[src/sv/vdbf_pkg.sv]
`timescale 1ns / 1ps
// ----------------------------------------------------------------------------
// vdbf_pkg
// Shared types, constants and helpers of the value domain bitmap filter.
// ----------------------------------------------------------------------------
package vdbf_pkg;

    localparam int VALUE_W = 32;
    localparam int OP_W    = 2;
    localparam int OUT_W   = 40;

    // Code 3 is unused and changes nothing.
    typedef enum logic [OP_W-1:0] {
        OP_ADD  = 2'd0,
        OP_TEST = 2'd1,
        OP_NEXT = 2'd2
    } op_t;

    typedef enum logic [2:0] {
        ST_CLEAR,
        ST_IDLE,
        ST_LOCATE,
        ST_FIRST,
        ST_SCAN,
        ST_FINISH,
        ST_DONE
    } state_t;

    // Index of the lowest set bit of a word; zero for an empty word.
    function automatic logic [5:0] lowest_set(input logic [63:0] w);
        logic [5:0] n;
        n = 6'd0;
        for (int i = 63; i >= 0; i--)
        begin
            if (w[i])
            begin
                n = 6'(i);
            end
        end
        return n;
    endfunction

endpackage

[src/sv/vdbf_locate.sv]
`timescale 1ns / 1ps
// ----------------------------------------------------------------------------
// vdbf_locate
// Maps a value to its bitmap word and bit offset by reciprocal multiplication:
// offset = value mod WORD_BITS, slot = (value / WORD_BITS) mod WORD_COUNT.
// Value, quotients and result are registered in turn; the result holds until a later one.
// ----------------------------------------------------------------------------
module vdbf_locate #(
    parameter int WORD_COUNT = 16,
    parameter int WORD_BITS  = 64
) (
    input  logic                                              clk,
    input  logic                                              rst_n,
    input  logic                                              start,
    input  logic [vdbf_pkg::VALUE_W-1:0]                      value,
    output logic                                              done,
    output logic [((WORD_COUNT > 1) ? $clog2(WORD_COUNT) : 1)-1:0] slot,
    output logic [$clog2(WORD_BITS)-1:0]                      ofs
);
    import vdbf_pkg::*;

    localparam int SLOT_W   = (WORD_COUNT > 1) ? $clog2(WORD_COUNT) : 1;
    localparam int OFS_W    = $clog2(WORD_BITS);
    localparam int MAP_BITS = WORD_COUNT * WORD_BITS;
    localparam int WORD_SH  = VALUE_W + $clog2(WORD_BITS);
    localparam int MAP_SH   = VALUE_W + $clog2(MAP_BITS);
    localparam int PROD_W   = 2 * VALUE_W + 1;

    // With sh = 32 + ceil(log2 d), floor(2^sh / d) + 1 gives an exact
    // floor(v / d) for every 32-bit v.
    localparam logic [VALUE_W:0] WORD_RCP =
        (VALUE_W+1)'(((64'd1 << WORD_SH) / 64'(WORD_BITS)) + 64'd1);
    localparam logic [VALUE_W:0] MAP_RCP =
        (VALUE_W+1)'(((64'd1 << MAP_SH) / 64'(MAP_BITS)) + 64'd1);

    logic                val_vld_reg, val_vld_next;
    logic                quo_vld_reg, quo_vld_next;
    logic                done_reg, done_next;
    logic [VALUE_W-1:0]  val_reg, val_next;
    logic [VALUE_W-1:0]  word_q_reg, word_q_next;
    logic [VALUE_W-1:0]  map_q_reg, map_q_next;
    logic [OFS_W-1:0]    ofs_reg, ofs_next;
    logic [SLOT_W-1:0]   slot_reg, slot_next;

    // The word quotient and the map quotient are formed side by side; the
    // slot is the word quotient less whole maps.
    always_comb
    begin
        logic [PROD_W-1:0]  word_prod;
        logic [PROD_W-1:0]  map_prod;
        logic [VALUE_W-1:0] word_base;
        logic [VALUE_W-1:0] map_base;
        word_prod = PROD_W'(val_reg) * PROD_W'(WORD_RCP);
        map_prod  = PROD_W'(val_reg) * PROD_W'(MAP_RCP);
        word_base = word_q_reg * VALUE_W'(WORD_BITS);
        map_base  = map_q_reg * VALUE_W'(WORD_COUNT);

        val_vld_next = start;
        quo_vld_next = val_vld_reg;
        done_next    = quo_vld_reg;
        val_next     = val_reg;
        word_q_next  = word_q_reg;
        map_q_next   = map_q_reg;
        ofs_next     = ofs_reg;
        slot_next    = slot_reg;
        if (start)
        begin
            val_next = value;
        end
        if (val_vld_reg)
        begin
            word_q_next = VALUE_W'(word_prod >> WORD_SH);
            map_q_next  = VALUE_W'(map_prod >> MAP_SH);
        end
        if (quo_vld_reg)
        begin
            ofs_next  = OFS_W'(val_reg - word_base);
            slot_next = SLOT_W'(word_q_reg - map_base);
        end
    end

    always_ff @(posedge clk or negedge rst_n)
    begin
        if (!rst_n)
        begin
            val_vld_reg <= 1'b0;
            quo_vld_reg <= 1'b0;
            done_reg    <= 1'b0;
        end
        else
        begin
            val_vld_reg <= val_vld_next;
            quo_vld_reg <= quo_vld_next;
            done_reg    <= done_next;
        end
    end

    always_ff @(posedge clk)
    begin
        val_reg    <= val_next;
        word_q_reg <= word_q_next;
        map_q_reg  <= map_q_next;
        ofs_reg    <= ofs_next;
        slot_reg   <= slot_next;
    end

    assign done = done_reg;
    assign slot = slot_reg;
    assign ofs  = ofs_reg;

endmodule

[src/sv/vdbf_ram.sv]
`timescale 1ns / 1ps
// ----------------------------------------------------------------------------
// vdbf_ram
// Simple dual-port bitmap memory: one write port, one read port with the
// read data registered.
// ----------------------------------------------------------------------------
module vdbf_ram #(
    parameter int DEPTH  = 16,
    parameter int WIDTH  = 64,
    parameter int ADDR_W = 4
) (
    input  logic              clk,
    input  logic              we,
    input  logic [ADDR_W-1:0] waddr,
    input  logic [WIDTH-1:0]  wdata,
    input  logic              re,
    input  logic [ADDR_W-1:0] raddr,
    output logic [WIDTH-1:0]  rdata
);

    logic [WIDTH-1:0] mem [DEPTH];
    logic [WIDTH-1:0] rdata_reg;

    always_ff @(posedge clk)
    begin
        if (we)
        begin
            mem[waddr] <= wdata;
        end
        if (re)
        begin
            rdata_reg <= mem[raddr];
        end
    end

    assign rdata = rdata_reg;

endmodule

[src/sv/value_domain_bitmap_filter.sv]
`timescale 1ns / 1ps
// ----------------------------------------------------------------------------
// value_domain_bitmap_filter
// Value domain with bounds and a folded bitmap: add, membership test and
// search for the next set value.
//
//  Port group | Direction | Contents
//  s_*        | in        | tuser: op[1:0]; tdata: value[31:0]
//  m_*        | out       | tdata: qualifies[0], found[1], candidate[33:2]
//
// Add and test pass through the accepting cycle, the location of the bitmap
// word by reciprocal multiplication and the issue of its read, a step that
// uses the read data and a step that loads the output register. Next
// additionally reads one bitmap word per cycle, up to WORD_COUNT more, and,
// once a set bit turns up, checks the bound in a step of its own.
// An unused op code goes from the accepting cycle straight to the output load.
// After reset every bitmap word is cleared before s_tready rises.
// A finished result waits in the output register while a new transaction is
// accepted; the block stalls only when a second result is ready before the
// first has been taken.
// ----------------------------------------------------------------------------
module value_domain_bitmap_filter #(
    parameter int WORD_COUNT = 16,
    parameter int WORD_BITS  = 64
) (
    input  logic                               clk,
    input  logic                               rst_n,
    input  logic                               s_tvalid,
    output logic                               s_tready,
    input  logic [vdbf_pkg::VALUE_W-1:0]       s_tdata,  // value[31:0]
    input  logic [vdbf_pkg::OP_W-1:0]          s_tuser,  // op[1:0]
    output logic                               m_tvalid,
    input  logic                               m_tready,
    output logic [vdbf_pkg::OUT_W-1:0]         m_tdata   // qualifies, found, candidate[31:0]
);
    import vdbf_pkg::*;

    localparam int SLOT_W = (WORD_COUNT > 1) ? $clog2(WORD_COUNT) : 1;
    localparam int OFS_W  = $clog2(WORD_BITS);
    localparam int K_W    = $clog2(WORD_COUNT + 1);
    localparam int DIST_W = $clog2((WORD_COUNT + 1) * WORD_BITS) + 1;

    state_t               state_reg, state_next;
    op_t                  op_reg, op_next;
    logic [VALUE_W-1:0]   val_reg, val_next;
    logic [VALUE_W-1:0]   lowest_reg, lowest_next;
    logic [VALUE_W-1:0]   highest_reg, highest_next;
    logic [DIST_W-1:0]    dist_reg, dist_next;
    logic [SLOT_W-1:0]    idx_reg, idx_next;
    logic [K_W-1:0]       k_reg, k_next;
    logic [SLOT_W-1:0]    clr_reg, clr_next;
    logic                 res_q_reg, res_q_next;
    logic                 res_f_reg, res_f_next;
    logic [VALUE_W-1:0]   res_c_reg, res_c_next;
    logic                 out_valid_reg, out_valid_next;
    logic [OUT_W-1:0]     out_data_reg, out_data_next;

    logic                 loc_start;
    logic [VALUE_W-1:0]   loc_value;
    logic                 loc_done;
    logic [SLOT_W-1:0]    loc_slot;
    logic [OFS_W-1:0]     loc_ofs;

    logic                 ram_we;
    logic [SLOT_W-1:0]    ram_waddr;
    logic [WORD_BITS-1:0] ram_wdata;
    logic                 ram_re;
    logic [SLOT_W-1:0]    ram_raddr;
    logic [WORD_BITS-1:0] ram_rdata;

    vdbf_locate #(
        .WORD_COUNT (WORD_COUNT),
        .WORD_BITS  (WORD_BITS)
    ) u_locate (
        .clk   (clk),
        .rst_n (rst_n),
        .start (loc_start),
        .value (loc_value),
        .done  (loc_done),
        .slot  (loc_slot),
        .ofs   (loc_ofs)
    );

    vdbf_ram #(
        .DEPTH  (WORD_COUNT),
        .WIDTH  (WORD_BITS),
        .ADDR_W (SLOT_W)
    ) u_ram (
        .clk   (clk),
        .we    (ram_we),
        .waddr (ram_waddr),
        .wdata (ram_wdata),
        .re    (ram_re),
        .raddr (ram_raddr),
        .rdata (ram_rdata)
    );

    function automatic logic [SLOT_W-1:0] wrap_inc(input logic [SLOT_W-1:0] i);
        logic [SLOT_W-1:0] n;
        if (i == SLOT_W'(WORD_COUNT - 1))
        begin
            n = '0;
        end
        else
        begin
            n = i + SLOT_W'(1);
        end
        return n;
    endfunction

    always_comb
    begin
        logic [WORD_BITS-1:0] masked;
        logic [OFS_W-1:0]     first_bit;
        logic [OFS_W-1:0]     scan_bit;
        logic [VALUE_W:0]     sum;
        op_t                  in_op;

        in_op = op_t'(s_tuser);
        for (int i = 0; i < WORD_BITS; i++)
        begin
            masked[i] = ram_rdata[i] && (i >= int'(loc_ofs));
        end
        first_bit = OFS_W'(lowest_set(64'(masked)));
        scan_bit  = OFS_W'(lowest_set(64'(ram_rdata)));
        sum       = {1'b0, val_reg} + (VALUE_W+1)'(dist_reg);

        state_next     = state_reg;
        op_next        = op_reg;
        val_next       = val_reg;
        lowest_next    = lowest_reg;
        highest_next   = highest_reg;
        dist_next      = dist_reg;
        idx_next       = idx_reg;
        k_next         = k_reg;
        clr_next       = clr_reg;
        res_q_next     = res_q_reg;
        res_f_next     = res_f_reg;
        res_c_next     = res_c_reg;
        out_valid_next = out_valid_reg && !m_tready;
        out_data_next  = out_data_reg;

        s_tready  = 1'b0;
        loc_start = 1'b0;
        loc_value = s_tdata;
        ram_we    = 1'b0;
        ram_waddr = loc_slot;
        ram_wdata = ram_rdata | (WORD_BITS'(1) << loc_ofs);
        ram_re    = 1'b0;
        ram_raddr = loc_slot;

        unique case (state_reg)
            ST_CLEAR:
            begin
                ram_we    = 1'b1;
                ram_waddr = clr_reg;
                ram_wdata = '0;
                clr_next  = wrap_inc(clr_reg);
                if (clr_reg == SLOT_W'(WORD_COUNT - 1))
                begin
                    state_next = ST_IDLE;
                end
            end

            ST_IDLE:
            begin
                s_tready = 1'b1;
                if (s_tvalid)
                begin
                    op_next    = in_op;
                    val_next   = s_tdata;
                    res_q_next = 1'b0;
                    res_f_next = 1'b0;
                    res_c_next = '0;
                    if (in_op == OP_NEXT && s_tdata < lowest_reg)
                    begin
                        val_next  = lowest_reg;
                        loc_value = lowest_reg;
                    end
                    case (in_op)
                        OP_ADD:
                        begin
                            if (s_tdata < lowest_reg)
                            begin
                                lowest_next = s_tdata;
                            end
                            if (s_tdata > highest_reg)
                            begin
                                highest_next = s_tdata;
                            end
                            loc_start  = 1'b1;
                            state_next = ST_LOCATE;
                        end
                        OP_TEST, OP_NEXT:
                        begin
                            loc_start  = 1'b1;
                            state_next = ST_LOCATE;
                        end
                        default:
                        begin
                            state_next = ST_DONE;
                        end
                    endcase
                end
            end

            ST_LOCATE:
            begin
                if (loc_done)
                begin
                    ram_re     = 1'b1;
                    state_next = ST_FIRST;
                end
            end

            ST_FIRST:
            begin
                case (op_reg)
                    OP_ADD:
                    begin
                        ram_we     = 1'b1;
                        state_next = ST_DONE;
                    end
                    OP_TEST:
                    begin
                        res_q_next = (val_reg >= lowest_reg) && (val_reg <= highest_reg)
                                     && ram_rdata[loc_ofs];
                        state_next = ST_DONE;
                    end
                    default:
                    begin
                        if (masked != '0)
                        begin
                            dist_next  = DIST_W'(first_bit) - DIST_W'(loc_ofs);
                            state_next = ST_FINISH;
                        end
                        else
                        begin
                            // Bits from the start offset to the end of this word.
                            dist_next  = DIST_W'(WORD_BITS) - DIST_W'(loc_ofs);
                            idx_next   = wrap_inc(loc_slot);
                            k_next     = K_W'(1);
                            ram_re     = 1'b1;
                            ram_raddr  = wrap_inc(loc_slot);
                            state_next = ST_SCAN;
                        end
                    end
                endcase
            end

            ST_SCAN:
            begin
                if (ram_rdata != '0)
                begin
                    dist_next  = dist_reg + DIST_W'(scan_bit);
                    state_next = ST_FINISH;
                end
                else if (k_reg == K_W'(WORD_COUNT))
                begin
                    res_c_next = '1;
                    state_next = ST_DONE;
                end
                else
                begin
                    dist_next  = dist_reg + DIST_W'(WORD_BITS);
                    idx_next   = wrap_inc(idx_reg);
                    k_next     = k_reg + K_W'(1);
                    ram_re     = 1'b1;
                    ram_raddr  = wrap_inc(idx_reg);
                end
            end

            ST_FINISH:
            begin
                // The sum is one bit wider, so a pass beyond 2^32-1 fails too.
                if (sum <= {1'b0, highest_reg})
                begin
                    res_f_next = 1'b1;
                    res_c_next = sum[VALUE_W-1:0];
                end
                else
                begin
                    res_c_next = '1;
                end
                state_next = ST_DONE;
            end

            ST_DONE:
            begin
                if (!out_valid_reg || m_tready)
                begin
                    out_valid_next = 1'b1;
                    out_data_next  = {6'd0, res_c_reg, res_f_reg, res_q_reg};
                    state_next     = ST_IDLE;
                end
            end

            default:
            begin
                state_next = ST_IDLE;
            end
        endcase
    end

    always_ff @(posedge clk or negedge rst_n)
    begin
        if (!rst_n)
        begin
            state_reg     <= ST_CLEAR;
            clr_reg       <= '0;
            lowest_reg    <= '1;
            highest_reg   <= '0;
            out_valid_reg <= 1'b0;
        end
        else
        begin
            state_reg     <= state_next;
            clr_reg       <= clr_next;
            lowest_reg    <= lowest_next;
            highest_reg   <= highest_next;
            out_valid_reg <= out_valid_next;
        end
    end

    always_ff @(posedge clk)
    begin
        op_reg       <= op_next;
        val_reg      <= val_next;
        dist_reg     <= dist_next;
        idx_reg      <= idx_next;
        k_reg        <= k_next;
        res_q_reg    <= res_q_next;
        res_f_reg    <= res_f_next;
        res_c_reg    <= res_c_next;
        out_data_reg <= out_data_next;
    end

    assign m_tvalid = out_valid_reg;
    assign m_tdata  = out_data_reg;

endmodule

[config.mk]
export PLATFORM = sky130hd
export DESIGN_NAME = value_domain_bitmap_filter
export DESIGN_NICKNAME = d
export VERILOG_FILES = /design/src/sv/vdbf_pkg.sv /design/src/sv/vdbf_locate.sv /design/src/sv/vdbf_ram.sv /design/src/sv/value_domain_bitmap_filter.sv
export SDC_FILE = /design/constraint.sdc
export NUM_CORES = 2
export LEC_CHECK = 0
export ABC_AREA = 0
export BUFFER_PORTS_ARGS = -buffer_cell sky130_fd_sc_hd__clkbuf_2
export CAP_MARGIN = 10
export CORE_MARGIN = 2
export CORE_UTILIZATION = 39
export DETAILED_ROUTE_END_ITERATION = 6
export PLACE_DENSITY = 0.63
export SYNTH_ARGS = -nofsm -noshare
export SYNTH_HDL_FRONTEND = slang
export SYNTH_HIERARCHICAL = 1
export SYNTH_SLANG_ARGS = --single-unit
[constraint.sdc]
create_clock -name clk -period 20.4 [get_ports clk]
set_clock_uncertainty 0.15 [all_clocks]
set_input_delay 6.12 -clock clk [delete_from_list [all_inputs] [get_ports clk]]
set_output_delay 6.12 -clock clk [all_outputs]
set_load 0.05 [all_outputs]
==> out/results.ini <==
[sta]
finalCritPeriodShare=0.472
timing.final.setup_violations=0
timing.setup.tns_ns=0
min_period_ns=9.62
setup_ws_ns=10.78
fmax_mhz=104
whs_ns=0.267
slew_headroom=0.200
timing.final.hold_violations=0
worstMarginPinSlew_ns=1.20
grt_setup_unrepaired=no
finalMaxSlewViolations=0

[clock_network]
cts-buffers-inserted=133
clock_tree_from_tritoncts=yes
cts.root.buffer_cell=sky130_fd_sc_hd__clkbuf_16
clock_insertion_delay_worst_skew_ns=0.79
cts.clk_slew.worst_paths_ns=0.05
cts.repair.resized=0
cts_max_path_buffers=3
post_cts.repair.setup_buffers=0
cts_htree_levels=4
cts_num_sinks=1310
cts_hold_buf=0

[grt]
antenna_violations_before_repair=3
gr-total-overflow=0
largest_net_degree_at_the_start_of_global_routing=146
first_global_vias=33500
grt_usage=0.199
global_route_wire_length_before_repair_mm=226

[hold_path]
hold_class=reg -> reg

[floorplan]
die_y_um=391
design.die.area_mm2=0.153
io_pins=80
effective_utilization_at_floorplan=0.391
fp-row-count=142
fp.coreArea_mm2=0.149
die_w_um=391

[cells_and_area]
post_layout_nonfiller_instances=5705
finish.net_count=3889
design_area_mm2=0.0655
areaGrowthSynthToFinish_pct=12.1
largest_register_ff_count=1024
layout.cells.most_common=sky130_fd_sc_hd__edfxtp_1
mostFrequentLayoutCells=sky130_fd_sc_hd__edfxtp_1 (1235), sky130_fd_sc_hd__mux4_2 (274), sky130_fd_sc_hd__ha_1 (197)
drive_gt1_frac=0.223

[critical_path]
critical_path.cell_chain=clkbuf_2, ha_1, a2111oi_0, o21ai_0, a31o_2, a221oi_1, nand4b_1, buf_4, mux2_2
path_buf_inv=2
crit_slowest_cell=sky130_fd_sc_hd__nand4b_1
source_of_the_critical_timing_path=s_tdata[27]
setup.reg_to_reg.worst_slack_ns=12.03
crit-reg2reg-launch=u_locate/ofs[1]
r2r_end=u_ram/rdata[26]
worst_ep_required_time_ns=20.76
critPathCapture=val_reg[23]
worstPathMaxFanout=19
crit_path_max_incr_delay_ns=1.04
path_depth=9
crit_path_start_kind=input pin
crit_arrival_ns=9.98
worst_r2r_path_depth=16
critical_path.top_delay_family=compound AO/OA/AOI/OAI gates
worst-setup-path-type=in -> reg
end_kind=flop

[placement]
place.detailed.instances=5458
cell_area_after_placement_mm2=0.0611
numPortBuffers=73
gp_congestion=0.968
dpl.hpwl_mm=92.0
place_ws_ns=9.98

[route]
antenna_violating_nets_post_route=0
vias=33800
initialDrtViolationCount=3938
routed_wirelength_mm=153
firstDrtPassIters=5
routed_wire_length_per_instance_um=26.8
route.detailed.drc=0
detail_route.vias_per_cell=5.93

[yosys]
cell_count_after_synthesis=3538
synth_warnings=6
syn_area_mm2=0.0584
synth_area_per_cell_um2=16.5

[pwr]
p_leak_nw=22.1
pwr_density_cell_mw_per_mm2=125
peakVddDrop_mv=0.101

[job]
cap_violations=0

[status]
status=finished clean

==> routing by layer <==
metal	wire, µm	track usage	vias up
li1	-	-	14500
met1	64000	0.275	17500
met2	72200	0.321	1499
met3	12400	0.0361	263
met4	4200	0.0617	4
met5	27	0	-
==> worst min path at each step <==
stage                  endpoint     startpoint  slack [ns]  depth (start not counted)
floorplan            m_tdata[0]      res_q_reg        0.25                          0
global placement    m_tdata[22]  res_c_reg[20]        0.25                          0
detailed placement  m_tdata[31]  res_c_reg[29]        0.25                          0
CTS                 m_tdata[31]  res_c_reg[29]        0.27                          0
global route        m_tdata[29]  res_c_reg[27]        0.28                          0
finish              m_tdata[16]  res_c_reg[14]        0.27                          0
==> area by class of cell <==
cell class / count / area [µm²]
Antenna cell: 3 / 7.51
Fill cell: 12900 / 83700
Multi-Input combinational cell: 1955 / 18400
Clock buffer: 164 / 3510
Timing Repair Buffer: 146 / 928
Tap cell: 1944 / 2430
Inverter: 105 / 394
Sequential cell: 1310 / 39000
Clock inverter: 78 / 885
==> metrics by stage <==
stage / total power, mW / utilization
after floorplan: 5.11 / -
after global routing: 8.57 / 0.439
after CTS: 8.23 / 0.439
after detailed placement: 5.80 / 0.409
after global placement: 5.76 / 0.409
final: 8.18 / 0.439
==> report_power, final <==
group,internal (mW),switching [mW]
registers,3.52,0.164
logic,0.736,1.33
clock network,1.37,1.05
No activity file was read; power rests on OpenSTA's default activity.
